**config.mk**
```make
export PLATFORM = sky130hd
export DESIGN_NAME = limit_drive_supervisor_flat
export DESIGN_NICKNAME = d
export VERILOG_FILES = /design/src/hdl/lds_pkg.sv /design/src/hdl/lds_in_if.sv /design/src/hdl/lds_out_if.sv /design/src/hdl/limit_drive_supervisor.sv /design/src/flat_wrapper.sv
export SDC_FILE = /design/constraint.sdc
export NUM_CORES = 1
export LEC_CHECK = 0
export BUFFER_PORTS_ARGS = -buffer_cell sky130_fd_sc_hd__buf_2
export CAP_MARGIN = 10
export CORE_MARGIN = 3
export CORE_UTILIZATION = 34
export DETAILED_ROUTE_END_ITERATION = 10
export SETUP_SLACK_MARGIN = 0.15
export SLEW_MARGIN = 0
export SYNTH_ARGS = -nofsm -noshare
export SYNTH_HDL_FRONTEND = slang
export SYNTH_SLANG_ARGS = --single-unit
```
**constraint.sdc**
```tcl
create_clock -name i_clk -period 3.5 [get_ports i_clk]
set_input_delay 0.7 -clock i_clk [delete_from_list [all_inputs] [get_ports i_clk]]
set_output_delay 0.7 -clock i_clk [all_outputs]
set_load 0.005 [all_outputs]
```
**src/hdl/lds_pkg.sv**
```systemverilog
`timescale 1ns / 1ps
`default_nettype none
// ============================================================================
// lds_pkg
// Types and codes shared by the limit drive supervisor and its channels.
// ============================================================================
package lds_pkg;

    // Input item function codes
    localparam logic FUNC_START = 1'b0;
    localparam logic FUNC_POLL  = 1'b1;

    // Tri-state sensor codes (code 3 also reads as unreadable)
    localparam logic [1:0] SENS_CLEAR  = 2'd0;
    localparam logic [1:0] SENS_SET    = 2'd1;
    localparam logic [1:0] SENS_UNREAD = 2'd2;
    localparam logic [1:0] SENS_UNREAD_ALT = 2'd3;

    // Motor commands
    localparam logic [1:0] CMD_NONE  = 2'd0;
    localparam logic [1:0] CMD_DRIVE = 2'd1;
    localparam logic [1:0] CMD_STOP  = 2'd2;

    // End reasons
    localparam logic [2:0] RSN_DRIVING      = 3'd0;
    localparam logic [2:0] RSN_ALREADY_ON   = 3'd1;
    localparam logic [2:0] RSN_REACHED      = 3'd2;
    localparam logic [2:0] RSN_CANCELLED    = 3'd3;
    localparam logic [2:0] RSN_TIMEOUT      = 3'd4;
    localparam logic [2:0] RSN_NOT_ADVANCED = 3'd5;
    localparam logic [2:0] RSN_NEVER_MOVED  = 3'd6;
    localparam logic [2:0] RSN_LEG_LIMIT    = 3'd7;

    // Configuration register indexes
    localparam logic [1:0] CFG_MAX_LEGS   = 2'd0;
    localparam logic [1:0] CFG_IDLE_NEED  = 2'd1;
    localparam logic [1:0] CFG_GRACE_MS   = 2'd2;
    localparam logic [1:0] CFG_TIMEOUT_MS = 2'd3;

    localparam int unsigned CFG_INDEX_W = 2;
    localparam int unsigned CFG_DATA_W  = 20;

    // Configuration reset values
    localparam logic [3:0]  RST_MAX_LEGS   = 4'd6;
    localparam logic [7:0]  RST_IDLE_NEED  = 8'd10;
    localparam logic [19:0] RST_GRACE_MS   = 20'd3000;
    localparam logic [19:0] RST_TIMEOUT_MS = 20'd180000;

    localparam logic [7:0]  IDLE_RUN_MAX = 8'hFF;

    typedef struct packed {
        logic               func;
        logic               to_high;
        logic [1:0]         low_switch;
        logic [1:0]         high_switch;
        logic [1:0]         moving;
        logic               counter_valid;
        logic signed [31:0] counter;
        logic               cancel_request;
        logic [19:0]        elapsed_ms;
    } t_lds_in;

    typedef struct packed {
        logic [1:0] command;
        logic       active;
        logic       finished;
        logic [2:0] reason;
        logic       reached_switch;
        logic       was_cancelled;
        logic [3:0] leg_number;
        logic [1:0] target_sensor;
        logic       on_switch;
    } t_lds_out;

endpackage
`default_nettype wire

```
**src/hdl/lds_in_if.sv**
```systemverilog
`timescale 1ns / 1ps
`default_nettype none
// ============================================================================
// lds_in_if
// Valid/ready channel carrying one sensor item into the supervisor.
// ============================================================================
interface lds_in_if
    import lds_pkg::*;
();
    logic    valid;
    logic    ready;
    t_lds_in data;

    modport source (output valid, output data, input ready);
    modport sink   (input valid, input data, output ready);
endinterface
`default_nettype wire

```
**src/hdl/lds_out_if.sv**
```systemverilog
`timescale 1ns / 1ps
`default_nettype none
// ============================================================================
// lds_out_if
// Valid/ready channel carrying one supervisor result item.
// ============================================================================
interface lds_out_if
    import lds_pkg::*;
();
    logic     valid;
    logic     ready;
    t_lds_out data;

    modport source (output valid, output data, input ready);
    modport sink   (input valid, input data, output ready);
endinterface
`default_nettype wire

```
**src/hdl/limit_drive_supervisor.sv**
```systemverilog
`timescale 1ns / 1ps
`default_nettype none
// ============================================================================
// limit_drive_supervisor
// Supervises an axis drive to an end switch, one result per sensor item.
// ============================================================================
//  Port       Dir  Handshake      Carries
//  i_in       in   valid/ready    start or poll sensor item (t_lds_in)
//  o_out      out  valid/ready    command and status result (t_lds_out)
//  i_cfg_*    in   write enable   register index and data, no read-back
//
//  One item per cycle while the output is not stalled: each transfer is decided
//  combinationally and its result is loaded into the output register at the
//  same edge, offered the next cycle. Input ready is high whenever the output
//  register is empty or being drained, so a stall on the output holds the input
//  only while a result is waiting. Synchronous active-low reset clears the
//  drive state and loads the register defaults.
// ============================================================================
module limit_drive_supervisor
    import lds_pkg::*;
#(
    parameter int unsigned COUNT_WIDTH = 32
) (
    input  wire                    i_clk,
    input  wire                    i_rst_n,
    lds_in_if.sink                 i_in,
    lds_out_if.source              o_out,
    input  wire                    i_cfg_we,
    input  wire [CFG_INDEX_W-1:0]  i_cfg_index,
    input  wire [CFG_DATA_W-1:0]   i_cfg_data
);

    // Configuration registers
    logic [3:0]  r_max_legs;
    logic [7:0]  r_idle_need;
    logic [19:0] r_grace_ms;
    logic [19:0] r_timeout_ms;

    // Drive state
    logic                   r_active,    n_active;
    logic                   r_side_high, n_side_high;
    logic [COUNT_WIDTH-1:0] r_last,      n_last;
    logic                   r_have,      n_have;
    logic [COUNT_WIDTH-1:0] r_leg_start, n_leg_start;
    logic                   r_leg_had,   n_leg_had;
    logic [7:0]             r_idle_run,  n_idle_run;
    logic                   r_moved,     n_moved;
    logic [3:0]             r_leg,       n_leg;

    // Output register
    logic     r_out_valid;
    t_lds_out r_out, n_out;

    logic                   take;
    logic                   is_start;
    logic [1:0]             target;
    logic signed [63:0]     count_ext;
    logic [COUNT_WIDTH-1:0] count_now;
    logic                   advanced;

    assign i_in.ready  = !r_out_valid || o_out.ready;
    assign take        = i_in.valid && i_in.ready;
    assign o_out.valid = r_out_valid;
    assign o_out.data  = r_out;

    // Write configuration registers
    always_ff @(posedge i_clk) begin
        if (!i_rst_n) begin
            r_max_legs   <= RST_MAX_LEGS;
            r_idle_need  <= RST_IDLE_NEED;
            r_grace_ms   <= RST_GRACE_MS;
            r_timeout_ms <= RST_TIMEOUT_MS;
        end else if (i_cfg_we) begin
            unique case (i_cfg_index)
                CFG_MAX_LEGS:   r_max_legs   <= i_cfg_data[3:0];
                CFG_IDLE_NEED:  r_idle_need  <= i_cfg_data[7:0];
                CFG_GRACE_MS:   r_grace_ms   <= i_cfg_data;
                CFG_TIMEOUT_MS: r_timeout_ms <= i_cfg_data;
                default: ;
            endcase
        end
    end

    // Sign-extend the counter and keep it at the stored width
    assign count_ext = 64'(i_in.data.counter);
    assign count_now = count_ext[COUNT_WIDTH-1:0];
    assign is_start  = (i_in.data.func == FUNC_START);

    // Decide one item
    always_comb begin
        n_active    = r_active;
        n_side_high = r_side_high;
        n_last      = r_last;
        n_have      = r_have;
        n_leg_start = r_leg_start;
        n_leg_had   = r_leg_had;
        n_idle_run  = r_idle_run;
        n_moved     = r_moved;
        n_leg       = r_leg;
        advanced    = 1'b0;

        n_out                = '0;
        n_out.command        = CMD_NONE;
        n_out.reason         = RSN_DRIVING;

        // A start drops whatever drive was running
        if (is_start) begin
            n_side_high = i_in.data.to_high;
            n_have      = 1'b0;
            n_last      = '0;
            n_leg       = '0;
            n_idle_run  = '0;
            n_moved     = 1'b0;
            n_leg_had   = 1'b0;
            n_leg_start = '0;
        end

        target = n_side_high ? i_in.data.high_switch : i_in.data.low_switch;

        // Take a good counter reading on a start or a live poll
        if ((is_start || r_active) && i_in.data.counter_valid) begin
            n_last = count_now;
            n_have = 1'b1;
        end

        if (is_start) begin
            if (target == SENS_SET) begin
                n_active             = 1'b0;
                n_out.finished       = 1'b1;
                n_out.reached_switch = 1'b1;
                n_out.reason         = RSN_ALREADY_ON;
            end else begin
                n_active      = 1'b1;
                n_leg         = n_leg + 4'd1;
                n_leg_start   = n_last;
                n_leg_had     = n_have;
                n_idle_run    = '0;
                n_moved       = 1'b0;
                n_out.command = CMD_DRIVE;
            end
        end else if (r_active) begin
            if (target == SENS_SET) begin
                n_out.command        = CMD_STOP;
                n_out.reason         = RSN_REACHED;
                n_out.reached_switch = 1'b1;
                n_out.finished       = 1'b1;
            end else if (i_in.data.cancel_request) begin
                n_out.command       = CMD_STOP;
                n_out.reason        = RSN_CANCELLED;
                n_out.was_cancelled = 1'b1;
                n_out.finished      = 1'b1;
            end else if (i_in.data.elapsed_ms > r_timeout_ms) begin
                n_out.command  = CMD_STOP;
                n_out.reason   = RSN_TIMEOUT;
                n_out.finished = 1'b1;
            end else begin
                // Track motion and the run of idle samples
                if (i_in.data.moving == SENS_SET) begin
                    n_moved = 1'b1;
                end
                if (i_in.data.moving == SENS_CLEAR) begin
                    if (r_idle_run != IDLE_RUN_MAX) begin
                        n_idle_run = r_idle_run + 8'd1;
                    end
                end else begin
                    n_idle_run = '0;
                end
                // End the leg once idle long enough, after motion was seen or the grace time passed
                if (n_idle_run >= r_idle_need &&
                    (n_moved || i_in.data.elapsed_ms > r_grace_ms)) begin
                    advanced = r_leg_had && n_have && (n_last != r_leg_start);
                    if (!advanced) begin
                        n_out.reason   = n_moved ? RSN_NOT_ADVANCED : RSN_NEVER_MOVED;
                        n_out.finished = 1'b1;
                    end else if (r_leg >= r_max_legs) begin
                        n_out.reason   = RSN_LEG_LIMIT;
                        n_out.finished = 1'b1;
                    end else begin
                        n_leg         = r_leg + 4'd1;
                        n_leg_start   = n_last;
                        n_leg_had     = n_have;
                        n_idle_run    = '0;
                        n_moved       = 1'b0;
                        n_out.command = CMD_DRIVE;
                    end
                end
            end
            if (n_out.finished) begin
                n_active = 1'b0;
            end
        end

        n_out.active        = n_active;
        n_out.leg_number    = n_leg;
        n_out.target_sensor = (target == SENS_UNREAD_ALT) ? SENS_UNREAD : target;
        n_out.on_switch     = (target == SENS_SET);
    end

    // Advance drive state on each input transfer
    always_ff @(posedge i_clk) begin
        if (!i_rst_n) begin
            r_active    <= 1'b0;
            r_side_high <= 1'b0;
            r_last      <= '0;
            r_have      <= 1'b0;
            r_leg_start <= '0;
            r_leg_had   <= 1'b0;
            r_idle_run  <= '0;
            r_moved     <= 1'b0;
            r_leg       <= '0;
        end else if (take) begin
            r_active    <= n_active;
            r_side_high <= n_side_high;
            r_last      <= n_last;
            r_have      <= n_have;
            r_leg_start <= n_leg_start;
            r_leg_had   <= n_leg_had;
            r_idle_run  <= n_idle_run;
            r_moved     <= n_moved;
            r_leg       <= n_leg;
        end
    end

    // Hold the result until the output transfer
    always_ff @(posedge i_clk) begin
        if (!i_rst_n) begin
            r_out_valid <= 1'b0;
        end else if (take) begin
            r_out_valid <= 1'b1;
        end else if (o_out.ready) begin
            r_out_valid <= 1'b0;
        end
    end

    always_ff @(posedge i_clk) begin
        if (take) begin
            r_out <= n_out;
        end
    end

endmodule
`default_nettype wire
```
**src/flat_wrapper.sv**
```systemverilog
// flat-port wrapper written by rule: the top's interface ports become plain ports
module limit_drive_supervisor_flat import lds_pkg::*;
#(
    parameter int unsigned COUNT_WIDTH = 32
)
  (i_clk, i_rst_n, i_cfg_we, i_cfg_index, i_cfg_data, i_in_valid, i_in_data, i_in_ready, o_out_valid, o_out_data, o_out_ready);
  lds_in_if i_in_i ();
  lds_out_if o_out_i ();
  input  wire i_clk;
  input  wire i_rst_n;
  input  wire i_cfg_we;
  input  wire [CFG_INDEX_W-1:0] i_cfg_index;
  input  wire [CFG_DATA_W-1:0] i_cfg_data;
  input wire logic [$bits(i_in_i.valid)-1:0] i_in_valid;
  input wire logic [$bits(i_in_i.data)-1:0] i_in_data;
  output wire logic [$bits(i_in_i.ready)-1:0] i_in_ready;
  output wire logic [$bits(o_out_i.valid)-1:0] o_out_valid;
  output wire logic [$bits(o_out_i.data)-1:0] o_out_data;
  input wire logic [$bits(o_out_i.ready)-1:0] o_out_ready;
  assign i_in_i.valid = i_in_valid;
  assign i_in_i.data = i_in_data;
  assign i_in_ready = i_in_i.ready;
  assign o_out_valid = o_out_i.valid;
  assign o_out_data = o_out_i.data;
  assign o_out_i.ready = o_out_ready;
  limit_drive_supervisor #(.COUNT_WIDTH(COUNT_WIDTH)) u_core (.i_clk(i_clk), .i_rst_n(i_rst_n), .i_in(i_in_i), .o_out(o_out_i), .i_cfg_we(i_cfg_we), .i_cfg_index(i_cfg_index), .i_cfg_data(i_cfg_data));
endmodule
```
=== Word level (Yosys, flattened, before mapping) ===
Index checks and enable logic that the tools add are counted.

* Input bits: 89
* Register bits after elaboration: 150
* Logic and storage cells: 156

* Multiplexer cells: 99
* Add/subtract/negate cells: 3
* Bitwise gates (word level): 2
* Reductions and logical operators: 17
* Equal/unequal tests: 8
* Magnitude comparators: 4

{| class="wikitable"
|+ Operator list
! operator !! count
|-
| two-way mux 32 bit || 12
|-
| two-way mux 8 bit || 17
|-
| two-way mux 4 bit || 18
|-
| > comparator 20 bit || 2
|-
| two-way mux 1 bit || 40
|-
| != test 32 bit || 1
|-
| two-way mux 2 bit || 9
|-
| two-way mux 5 bit || 2
|-
| adder 4 x 1 -> 4 bit (second input constant) || 2
|-
| adder 8 x 1 -> 8 bit (second input constant) || 1
|-
| greater-or-equal comparator 8 bit || 1
|-
| != test 8 bit (second input constant) || 1
|-
| AND reduction 2 bit || 4
|-
| == test 2 x 1 -> 1 bit (second input constant) || 3
|-
| == test 2 bit (second input constant) || 3
|-
| two-way mux 6 bit || 1
|-
| logical AND 1 bit || 5
|-
| greater-or-equal comparator 4 bit || 1
|-
| zero test 2 bit || 2
|-
| logical OR 1 bit || 3
|-
| OR reduction 3 bit || 1
|-
| inverter 1 bit || 2
|-
| nonzero test 2 bit || 1
|-
| zero test 1 bit || 1
|}

=== Logic depth before layout (Yosys ltp) ===
Gate-level depths: netlist of the first run.

* Depth after elaboration: 19
* Depth in mapped cells: 18
* Mapped depth without buffers: 16

=== Worst setup path before layout of the first run ===
OpenSTA, ideal clock, no wires.

* Kind: input -> register
* Start: input port i_in_data[61]
* End: register u_core.r_out (netlist bit u_core.o_out.data[5]), data pin
* Data arrival time: 3.541 ns
* Path slack: -0.302 ns
* Stages: 17
* Cell sequence: buf_4 -> clkbuf_1 -> buf_1 -> nand2_1 -> nor2_1 -> a21oi_1 -> nor2_1 -> ha_1 -> nand2_1 -> o21ai_0 -> a41oi_1 -> a211oi_1 -> nand3_1 -> or3_1 -> nor3_1 -> nor2_1 -> a221o_1

* Longest elaborated chain between the ends: 16

{| class="wikitable"
|+ Ends and longest elaborated chain
! what !! line !! RTL
|-
| start: declaration || flat_wrapper.sv:15 || <nowiki>input wire logic [$bits(i_in_i.data)-1:0] i_in_data;</nowiki>
|-
| two-way mux 8 bit || limit_drive_supervisor.sv:107 || <nowiki>if (is_start) begin</nowiki>
|-
| two-way mux 8 bit || limit_drive_supervisor.sv:162 || <nowiki>if (r_idle_run != IDLE_RUN_MAX) begin</nowiki>
|-
| two-way mux 8 bit || limit_drive_supervisor.sv:161 || <nowiki>if (i_in.data.moving == SENS_CLEAR) begin</nowiki>
|-
| two-way mux 8 bit || limit_drive_supervisor.sv:152 || <nowiki>end else if (i_in.data.elapsed_ms > r_timeout_ms) begin</nowiki>
|-
| two-way mux 8 bit || limit_drive_supervisor.sv:147 || <nowiki>end else if (i_in.data.cancel_request) begin</nowiki>
|-
| two-way mux 8 bit || limit_drive_supervisor.sv:142 || <nowiki>if (target == SENS_SET) begin</nowiki>
|-
| two-way mux 8 bit || limit_drive_supervisor.sv:141 || <nowiki>end else if (r_active) begin</nowiki>
|-
| two-way mux 8 bit || limit_drive_supervisor.sv:126 || <nowiki>if (is_start) begin</nowiki>
|-
| greater-or-equal comparator 8 bit || limit_drive_supervisor.sv:169 || <nowiki>if (n_idle_run >= r_idle_need &&</nowiki>
|-
| logical AND 1 bit || limit_drive_supervisor.sv:169 ||
|-
| two-way mux 4 bit || limit_drive_supervisor.sv:169 ||
|-
| two-way mux 4 bit || limit_drive_supervisor.sv:152 ||
|-
| two-way mux 4 bit || limit_drive_supervisor.sv:147 ||
|-
| two-way mux 4 bit || limit_drive_supervisor.sv:142 ||
|-
| two-way mux 4 bit || limit_drive_supervisor.sv:141 ||
|-
| two-way mux 4 bit * || limit_drive_supervisor.sv:126 ||
|-
| net u_core.n_leg[2] || limit_drive_supervisor.sv:48 || <nowiki>logic [3:0] r_leg, n_leg;</nowiki>
|-
| end signal: assignment || limit_drive_supervisor.sv:237 || <nowiki>r_out <= n_out;</nowiki>
|-
| end: declaration || limit_drive_supervisor.sv:52 || <nowiki>t_lds_out r_out, n_out;</nowiki>
|}

The timed path passes the listed nets; every way through them passes the cells marked *. The select of a mux whose other input is x is not followed.
A chain may end at the register's enable or synchronous reset.

=== Worst setup path in the final report of the first run ===
* Start: register u_core.r_idle_run[4]
* End: register u_core.r_leg_start[24]

* Longest elaborated chain between the ends: 16

{| class="wikitable"
|+ Ends and longest elaborated chain
! what !! line !! RTL
|-
| start: declaration || limit_drive_supervisor.sv:46 || <nowiki>logic [7:0] r_idle_run, n_idle_run;</nowiki>
|-
| start signal: assignment || limit_drive_supervisor.sv:218 || <nowiki>r_idle_run <= n_idle_run;</nowiki>
|-
| adder 8 x 1 -> 8 bit (tied with other cells) || limit_drive_supervisor.sv:163 || <nowiki>n_idle_run = r_idle_run + 8'd1;</nowiki>
|-
| two-way mux 8 bit * || limit_drive_supervisor.sv:162 ||
|-
| two-way mux 8 bit * || limit_drive_supervisor.sv:161 ||
|-
| two-way mux 8 bit * || limit_drive_supervisor.sv:152 ||
|-
| two-way mux 8 bit * || limit_drive_supervisor.sv:147 ||
|-
| two-way mux 8 bit * || limit_drive_supervisor.sv:142 ||
|-
| two-way mux 8 bit * || limit_drive_supervisor.sv:141 ||
|-
| two-way mux 8 bit * || limit_drive_supervisor.sv:126 ||
|-
| greater-or-equal comparator 8 bit * || limit_drive_supervisor.sv:169 ||
|-
| logical AND 1 bit * || limit_drive_supervisor.sv:169 ||
|-
| two-way mux 32 bit * || limit_drive_supervisor.sv:169 ||
|-
| two-way mux 32 bit * || limit_drive_supervisor.sv:152 ||
|-
| two-way mux 32 bit * || limit_drive_supervisor.sv:147 ||
|-
| two-way mux 32 bit * || limit_drive_supervisor.sv:142 ||
|-
| two-way mux 32 bit * || limit_drive_supervisor.sv:141 ||
|-
| two-way mux 32 bit * || limit_drive_supervisor.sv:126 ||
|-
| end signal: assignment || limit_drive_supervisor.sv:216 || <nowiki>r_leg_start <= n_leg_start;</nowiki>
|-
| end: declaration || limit_drive_supervisor.sv:44 || <nowiki>logic [COUNT_WIDTH-1:0] r_leg_start, n_leg_start;</nowiki>
|}

Mark *: on every way between the ends. The rest lies on a longest branch, timed or not. The select of a mux whose other input is x is not followed.

==> results of run 1 <==
final cells by class:
cell class	instances	area share [%]
clock buffers	17	3.89
well taps	319	3.65
clock inverters	15	1.28
flip-flops and latches	150	29.0
inverters	63	2.16
multi-input cells	671	45.3
repair buffers	232	14.7
worst max-delay path, stage by stage, from the launching register on:
cell	delay [ps]
dfxtp_2	330
and3_4	180
and3_4	210
nand3_2	150
buf_4	190
a21oi_1	210
ha_1	200
a21oi_1	70
o211ai_1	200
a41oi_2	60
a211oi_2	240
nand3_2	150
or3_4	390
nor4_4	370
o21ai_4	160
clkbuf_16	200
o22ai_1	150
cell families (layout without fill, tap and decap cells):
family | Yosys count | in the layout | share of synthesized area [%]
adder cells (fa/ha/maj) | 55 | 55 | 8.26
flip-flops | 150 | 150 | 38.0
AO/OA/AOI/OAI | 286 | 286 | 26.2
XOR/XNOR | 36 | 36 | 3.78
multiplexers | 11 | 11 | 1.35
buffers and inverters | 130 | 327 | 6.65
AND/OR/NAND/NOR | 283 | 283 | 15.9
metal layers:
| metal | part of all wire, % | vias to the layer above |
|---|---|---|
| li1 | - | 3839 |
| met1 | 48 | 3736 |
| met4 | 1.4 | 0 |
| met3 | 4.5 | 21 |
| met2 | 47 | 165 |
| met5 | 0 | - |
Yosys cell counts (all sizes together), types with 3 or more instances:
cell type / n / area, µm²
nor3: 7 / 40.0
a21oi: 41 / 209
or3: 5 / 32.5
or4: 3 / 22.5
a32o: 6 / 60.1
nand4: 11 / 68.8
o211ai: 22 / 170
o31ai: 12 / 90.1
or2: 4 / 25.0
ha: 55 / 688
buf: 29 / 175
nand3: 17 / 85.1
a32oi: 35 / 307
a211oi: 15 / 113
and2: 9 / 56.3
a22o: 25 / 219
inv: 63 / 236
mux2i: 9 / 90.1
nor4: 12 / 75.1
xnor2: 34 / 298
a21boi: 33 / 251
nand3b: 3 / 22.5
o22ai: 21 / 131
clkbuf: 38 / 143
o21ai: 20 / 100
nor2b: 16 / 100
and3: 5 / 31.3
nand2b: 4 / 32.5
o211a: 30 / 300
nor2: 16 / 67.6
edfxtp: 16 / 480
dfxtp: 134 / 2680
nand2: 167 / 627
per-stage QoR:
stage / worst slack [ps] / instances / instance area (µm²) / setup TNS, ps / hold slack [ps]
after floorplan: 88.1 / 951 / 8390 / 0 / 443
after global placement: -306 / 1421 / 9890 / -10900 / 452
after detailed placement: -307 / 1421 / 9890 / -9790 / 457
after CTS: -2.01 / 1460 / 10700 / -2.51 / 467
after global routing: -244 / 1467 / 10900 / -7860 / 484
final: -47.6 / 1467 / 10900 / -352 / 463
worst max-delay path by stage:
stage,cells past startpoint,slack (ps),endpoint
2_1_floorplan,17,90,u_core.o_out.data[4]
3_3_place_gp,13,-310,u_core.o_out.data[4]
3_5_place_dp,14,-310,u_core.o_out.data[5]
4_1_cts,17,-2,u_core.o_out.data[5]
5_1_grt,17,-240,u_core.r_leg_start[24]
6_report,16,-50,u_core.r_leg_start[24]
placed cells by master (no fill, tap or decap), drive strengths merged, types with 7 or more instances in the layout:
cell / n
inv: 69
clkbuf: 20
nand2: 167
o21ai: 20
a21oi: 41
o31ai: 12
a21boi: 33
nand4: 11
buf: 229
mux2i: 9
o211a: 30
ha: 55
o211ai: 22
a22o: 25
nor2b: 16
nor2: 16
and2: 9
xnor2: 34
o22ai: 21
dfxtp: 134
a32oi: 35
nor3: 7
edfxtp: 16
a211oi: 15
nor4: 12
nand3: 17
flip-flops by register name, indices dropped and copies added, names as in the netlist, 4 cells and up:
signal               cells
u_core.r_max_legs        4
u_core.r_timeout_ms     20
u_core.r_idle_run        8
u_core.r_idle_need       8
u_core.r_last           32
u_core.r_leg_start      32
u_core.r_grace_ms       20
u_core.r_leg             4
u_core.o_out.data       16
timing repair:
item,in CTS,in global routing
hold buffers,0,0
buffers inserted,7,3
gates resized for setup,32,40
endpoints found under the setup margin,40,53
cloned,0,4
pin swaps,7,11
power groups by stage:
stage	logic (mW)	registers [mW]	clock network, mW
6_report	0.722	1.86	1.80
3_3_place_gp	0.675	1.89	0
3_5_place_dp	0.683	1.90	0
2_1_floorplan	0.404	1.89	0
5_1_grt	0.798	1.87	1.89
4_1_cts	0.694	1.86	1.83
==> impl_metrics.yaml, run 1 <==
outcome:
  status: "finished, violations left"
  violations: "setup timing"
final_layout:
  post-route-util_pct: 46.0
  fin_nets: 1279
  nFillCells: 2301
  multi_input_area_um2: 4950
  syn2layout_area_growth_pct: 31.1
  drive_gt1_share_pct: 28.9
  n_antenna_cell: 0
  regArea_um2: 3170
logic_synthesis:
  synth_cell_types: 71
  seq_area_frac_synth_pct: 38.0
  synth_ff_type: "dfxtp_1"
  syn_avg_cell_area_um2: 8.76
  synth-edff-count: 16
  synth_seq_cells: 150
  yosys_warnings: 0
  syn_nets: 1095
  synthArstFlopShare_pct: 0
  synth_area_um2: 8330
  syn-instance-count: 951
timing:
  final_max_slew_viol_count: 0
  finalCritPeriodShare_pct: 101
  layout_setup_ws_ps: -47.6
  worstMarginPinSlew_ps: 858
  fmax_ghz: 0.282
  fin_crit_ps: 3550
  hold_violations: 0
  rsz0062_at_grt: "yes"
  clock_skew_ps: 11.6
  relSlewSlack_pct: 42.7
  setup_viol_count_final: 18
grt:
  globalRouteOverflowTotal: 0
  grt_first_pass_wirelength_um: 38200
  busiest_layer: "met2"
  grt_max_degree: 57
  met3_usage_pct: 3.36
  grt_use_met2_pct: 29.1
  grt_pass1_vias: 7461
  grt_usage_pct: 18.0
  gr-usage-met1_pct: 24.5
  antenna_found_initial: 0
critical_path:
  arrival_ps: 3900
  critPathRequiredTime_ps: 3850
  r2r_slack_ps: -50
  worstReg2RegStart: "u_core.r_idle_run[4]"
  critPathKind: "flip-flop to flip-flop"
  reg2regPathDepth: 16
  crit_start: "u_core.r_idle_run[4]"
  cp-start-kind: "flip-flop"
  path_max_fanout: 10
  reg2reg_to: "u_core.r_leg_start[24]"
  end_kind: "flip-flop"
die:
  dieArea_um2: 26400
  fp.coreArea_um2: 23800
  start_util_pct: 35.1
  rows: 56
  ios: 107
  die_h_um: 163
  die_w_um: 163
drt:
  antenna_left: 0
  drt_iter0_drc: 453
  routedWlPerCell_um: 16.5
  routed_wl_um: 24300
  drtPass1Iterations: 5
  vias: 7761
  via_per_inst: 5.29
  drc: 0
pwr:
  sw_frac_of_total_pct: 29.7
  vdd_ir_drop_max_v: 0.000331
  p_leak_nw: 4.70
  p_per_area_nw_per_um2: 401
  totalPowerFinal_mw: 4.38
  clockPowerShare_pct: 41.1
  p_int_mw: 3.08
  switchingPower_mw: 1.30
  combPwrFrac_pct: 16.5
  power_frac_seq_pct: 42.4
min_path:
  hold_path.class: "flip-flop to flip-flop"
  hp-start: "u_core.r_grace_ms[19]"
  hold_depth: 2
  hold-path-endpoint: "u_core.r_grace_ms[19]"
clock_tree:
  cts.sinks: 150
  cts-buffers-inserted: 17
  cts_tree: "yes"
  cts_root_buf: "clkbuf_16"
  h-tree-depth: 4
  clockBufferDepth: 2
  cts.clk_slew.worst_paths_ps: 70
  clk-insertion-delay-late_ps: 430
place:
  gp_congestion: 0.841
  io_buffers: 106
  hpwl_um: 16700
job:
  max-cap-violations: 0
(Power assumes the default switching activity.)
==> inputs of run 2 (changes only) <==
CORE_ASPECT_RATIO = 0.5   (was not set)
CORE_MARGIN = not set   (was 3)
CTS_CLUSTER_SIZE = 24   (was not set)
==> impl_metrics.yaml, run 2 (same netlist as run 1, synthesis figures left out) <==
place:
  io_buffers: 106
  dp.cells: 1404
  gp_congestion: 0.881
  hpwl_um: 16800
  pre_cts_slack_ps: -252
  dpl_cell_area_um2: 9750
grt:
  gr-usage-met1_pct: 25.1
  grt_first_pass_wirelength_um: 39600
  grt_pass1_vias: 7884
  busiest_layer: "met2"
  grt_use_met2_pct: 33.5
  grt_usage_pct: 19.8
  antenna_found_initial: 0
  globalRouteOverflowTotal: 0
  met3_usage_pct: 4.23
  grt_max_degree: 58
critical_path:
  reg2regPathDepth: 17
  cp-start-kind: "flip-flop"
  critPathKind: "flip-flop to flip-flop"
  path_max_fanout: 6
  slowest_delay_ps: 350
  reg2reg_to: "u_core.r_leg[0]"
  arrival_ps: 3890
  worstPathCellList: "and3_4 > and3_4 > nand3_4 > o21ai_4 > a21oi_2 > ha_1 > inv_1 > o211ai_1 > a41oi_2 > a211oi_2 > nand3_2 > buf_6 > or3_4 > buf_6 > a21oi_4 > buf_12 > o2111a_1"
  worstReg2RegStart: "u_core.r_idle_run[2]"
  end_kind: "flip-flop"
  r2r_slack_ps: 3
  cp_top_family: "compound AO/OA/AOI/OAI gates"
  crit_slowest_cell: "or3_4"
  critPathBufInv: 4
  critPathRequiredTime_ps: 3890
drt:
  drt_iter0_drc: 450
  vias: 7859
  drtPass1Iterations: 5
  routed_wl_um: 24900
  routedWlPerCell_um: 17.0
  via_per_inst: 5.39
  drc: 0
  antenna_left: 0
clock_tree:
  cts.sinks: 150
  cts-buffers-inserted: 17
  cts_root_buf: "clkbuf_16"
  clockBufferDepth: 2
  cts_tree: "yes"
  h-tree-depth: 4
  cts.clk_slew.worst_paths_ps: 70
  ctsHoldBuffers: 0
  clk-insertion-delay-late_ps: 450
die:
  fp.coreArea_um2: 24000
  ios: 107
  rows: 40
  die_h_um: 113
  dieArea_um2: 25200
  die_w_um: 223
  start_util_pct: 34.7
final_layout:
  n_antenna_cell: 0
  nFillCells: 2352
  most-common-layout-cells: "nand2_1, dfxtp_1, buf_2"
  syn2layout_area_growth_pct: 30.9
  post-route-util_pct: 45.4
  fin_nets: 1274
  stdcell_area_um2: 10900
  layout_commonest_cell: "nand2_1"
  drive_gt1_share_pct: 29.0
  final_cells: 1458
  top_regs: "u_core.r_last (32), u_core.r_leg_start (32)"
min_path:
  hold_path.class: "flip-flop to flip-flop"
  hp-start: "u_core.r_timeout_ms[3]"
  hold_depth: 2
  hold-path-endpoint: "u_core.r_timeout_ms[3]"
timing:
  finalCritPeriodShare_pct: 99.9
  clock_skew_ps: 9.85
  fin_crit_ps: 3500
  final_max_slew_viol_count: 0
  relSlewSlack_pct: 26.3
  worstMarginPinSlew_ps: 1110
  layout_setup_ws_ps: 3.00
  rsz0062_at_grt: "yes"
  hold_violations: 0
  setup_viol_count_final: 0
  fmax_ghz: 0.286
job:
  max-cap-violations: 0
pwr:
  totalPowerFinal_mw: 4.41
  sw_frac_of_total_pct: 28.5
  combPwrFrac_pct: 16.1
  p_int_mw: 3.16
  clockPowerShare_pct: 41.7
  p_per_area_nw_per_um2: 404
  switchingPower_mw: 1.26
  vdd_ir_drop_max_v: 0.000339
  p_leak_nw: 4.68
  power_frac_seq_pct: 42.2
outcome:
  status: "completed"
## run 2: how the worst max path moves through the flow
stage          depth (start not counted)                 start                endpoint
3_5_place_dp                          16         i_in_data[61]  u_core.r_leg_start[21]
4_1_cts                               17  u_core.r_idle_run[2]  u_core.r_leg_start[17]
6_report                              17  u_core.r_idle_run[2]         u_core.r_leg[0]
3_3_place_gp                          14         i_in_data[61]    u_core.o_out.data[6]
5_1_grt                               17  u_core.r_idle_run[2]  u_core.r_leg_start[30]
2_1_floorplan                         17         i_in_data[61]    u_core.o_out.data[4]
## run 2: final cells by class
class                           count  area [µm²]  area share [%]
Multi-Input combinational cell    671        4970            45.6
Sequential cell                   150        3170            29.0
Timing Repair Buffer              227        1560            14.3
Clock buffer                       18         439            4.03
Tap cell                          315         394            3.61
Inverter                           63         236            2.17
Clock inverter                     14         139            1.27
## run 2: through the flow
| stage | hold WS (ps) | TNS, ps |
|---|---|---|
| CTS | 467 | -29.0 |
| global placement | 452 | -5760 |
| detailed placement | 458 | -9110 |
| floorplan | 443 | 0 |
| finish | 462 | 0 |
| global route | 494 | -4590 |
## run 2: metal layers
metal,vias up,share of wire (%)
li1,3835,-
met1,3803,46
met2,187,48
met3,34,4.5
met4,0,1.9
met5,-,0
## run 2: power by group through the flow
| stage | clock (mW) | combinational [mW] | sequential (mW) |
|---|---|---|---|
| 2_1_floorplan | 0 | 0.404 | 1.89 |
| 3_3_place_gp | 0 | 0.653 | 1.89 |
| 3_5_place_dp | 0 | 0.673 | 1.90 |
| 4_1_cts | 1.88 | 0.692 | 1.86 |
| 5_1_grt | 1.97 | 0.786 | 1.87 |
| 6_report | 1.84 | 0.713 | 1.86 |
## run 2: what timing repair did
| item | CTS | global route |
|---|---|---|
| gates resized for setup | 45 | 43 |
| pin swaps | 16 | 24 |
| gates cloned | 4 | 3 |
| setup endpoints to repair | 40 | 50 |
| setup buffers | 10 | 5 |
## run 2: worst reg2reg max path, cell delays in order, from the launching register on
cell and delay, ps:
dfxtp_2 340, and3_4 190, and3_4 240, nand3_4 120, o21ai_4 190, a21oi_2 70
ha_1 300, inv_1 50, o211ai_1 230, a41oi_2 60, a211oi_2 250, nand3_2 140
buf_6 140, or3_4 350, buf_6 140, a21oi_4 290, buf_12 190, o2111a_1 170
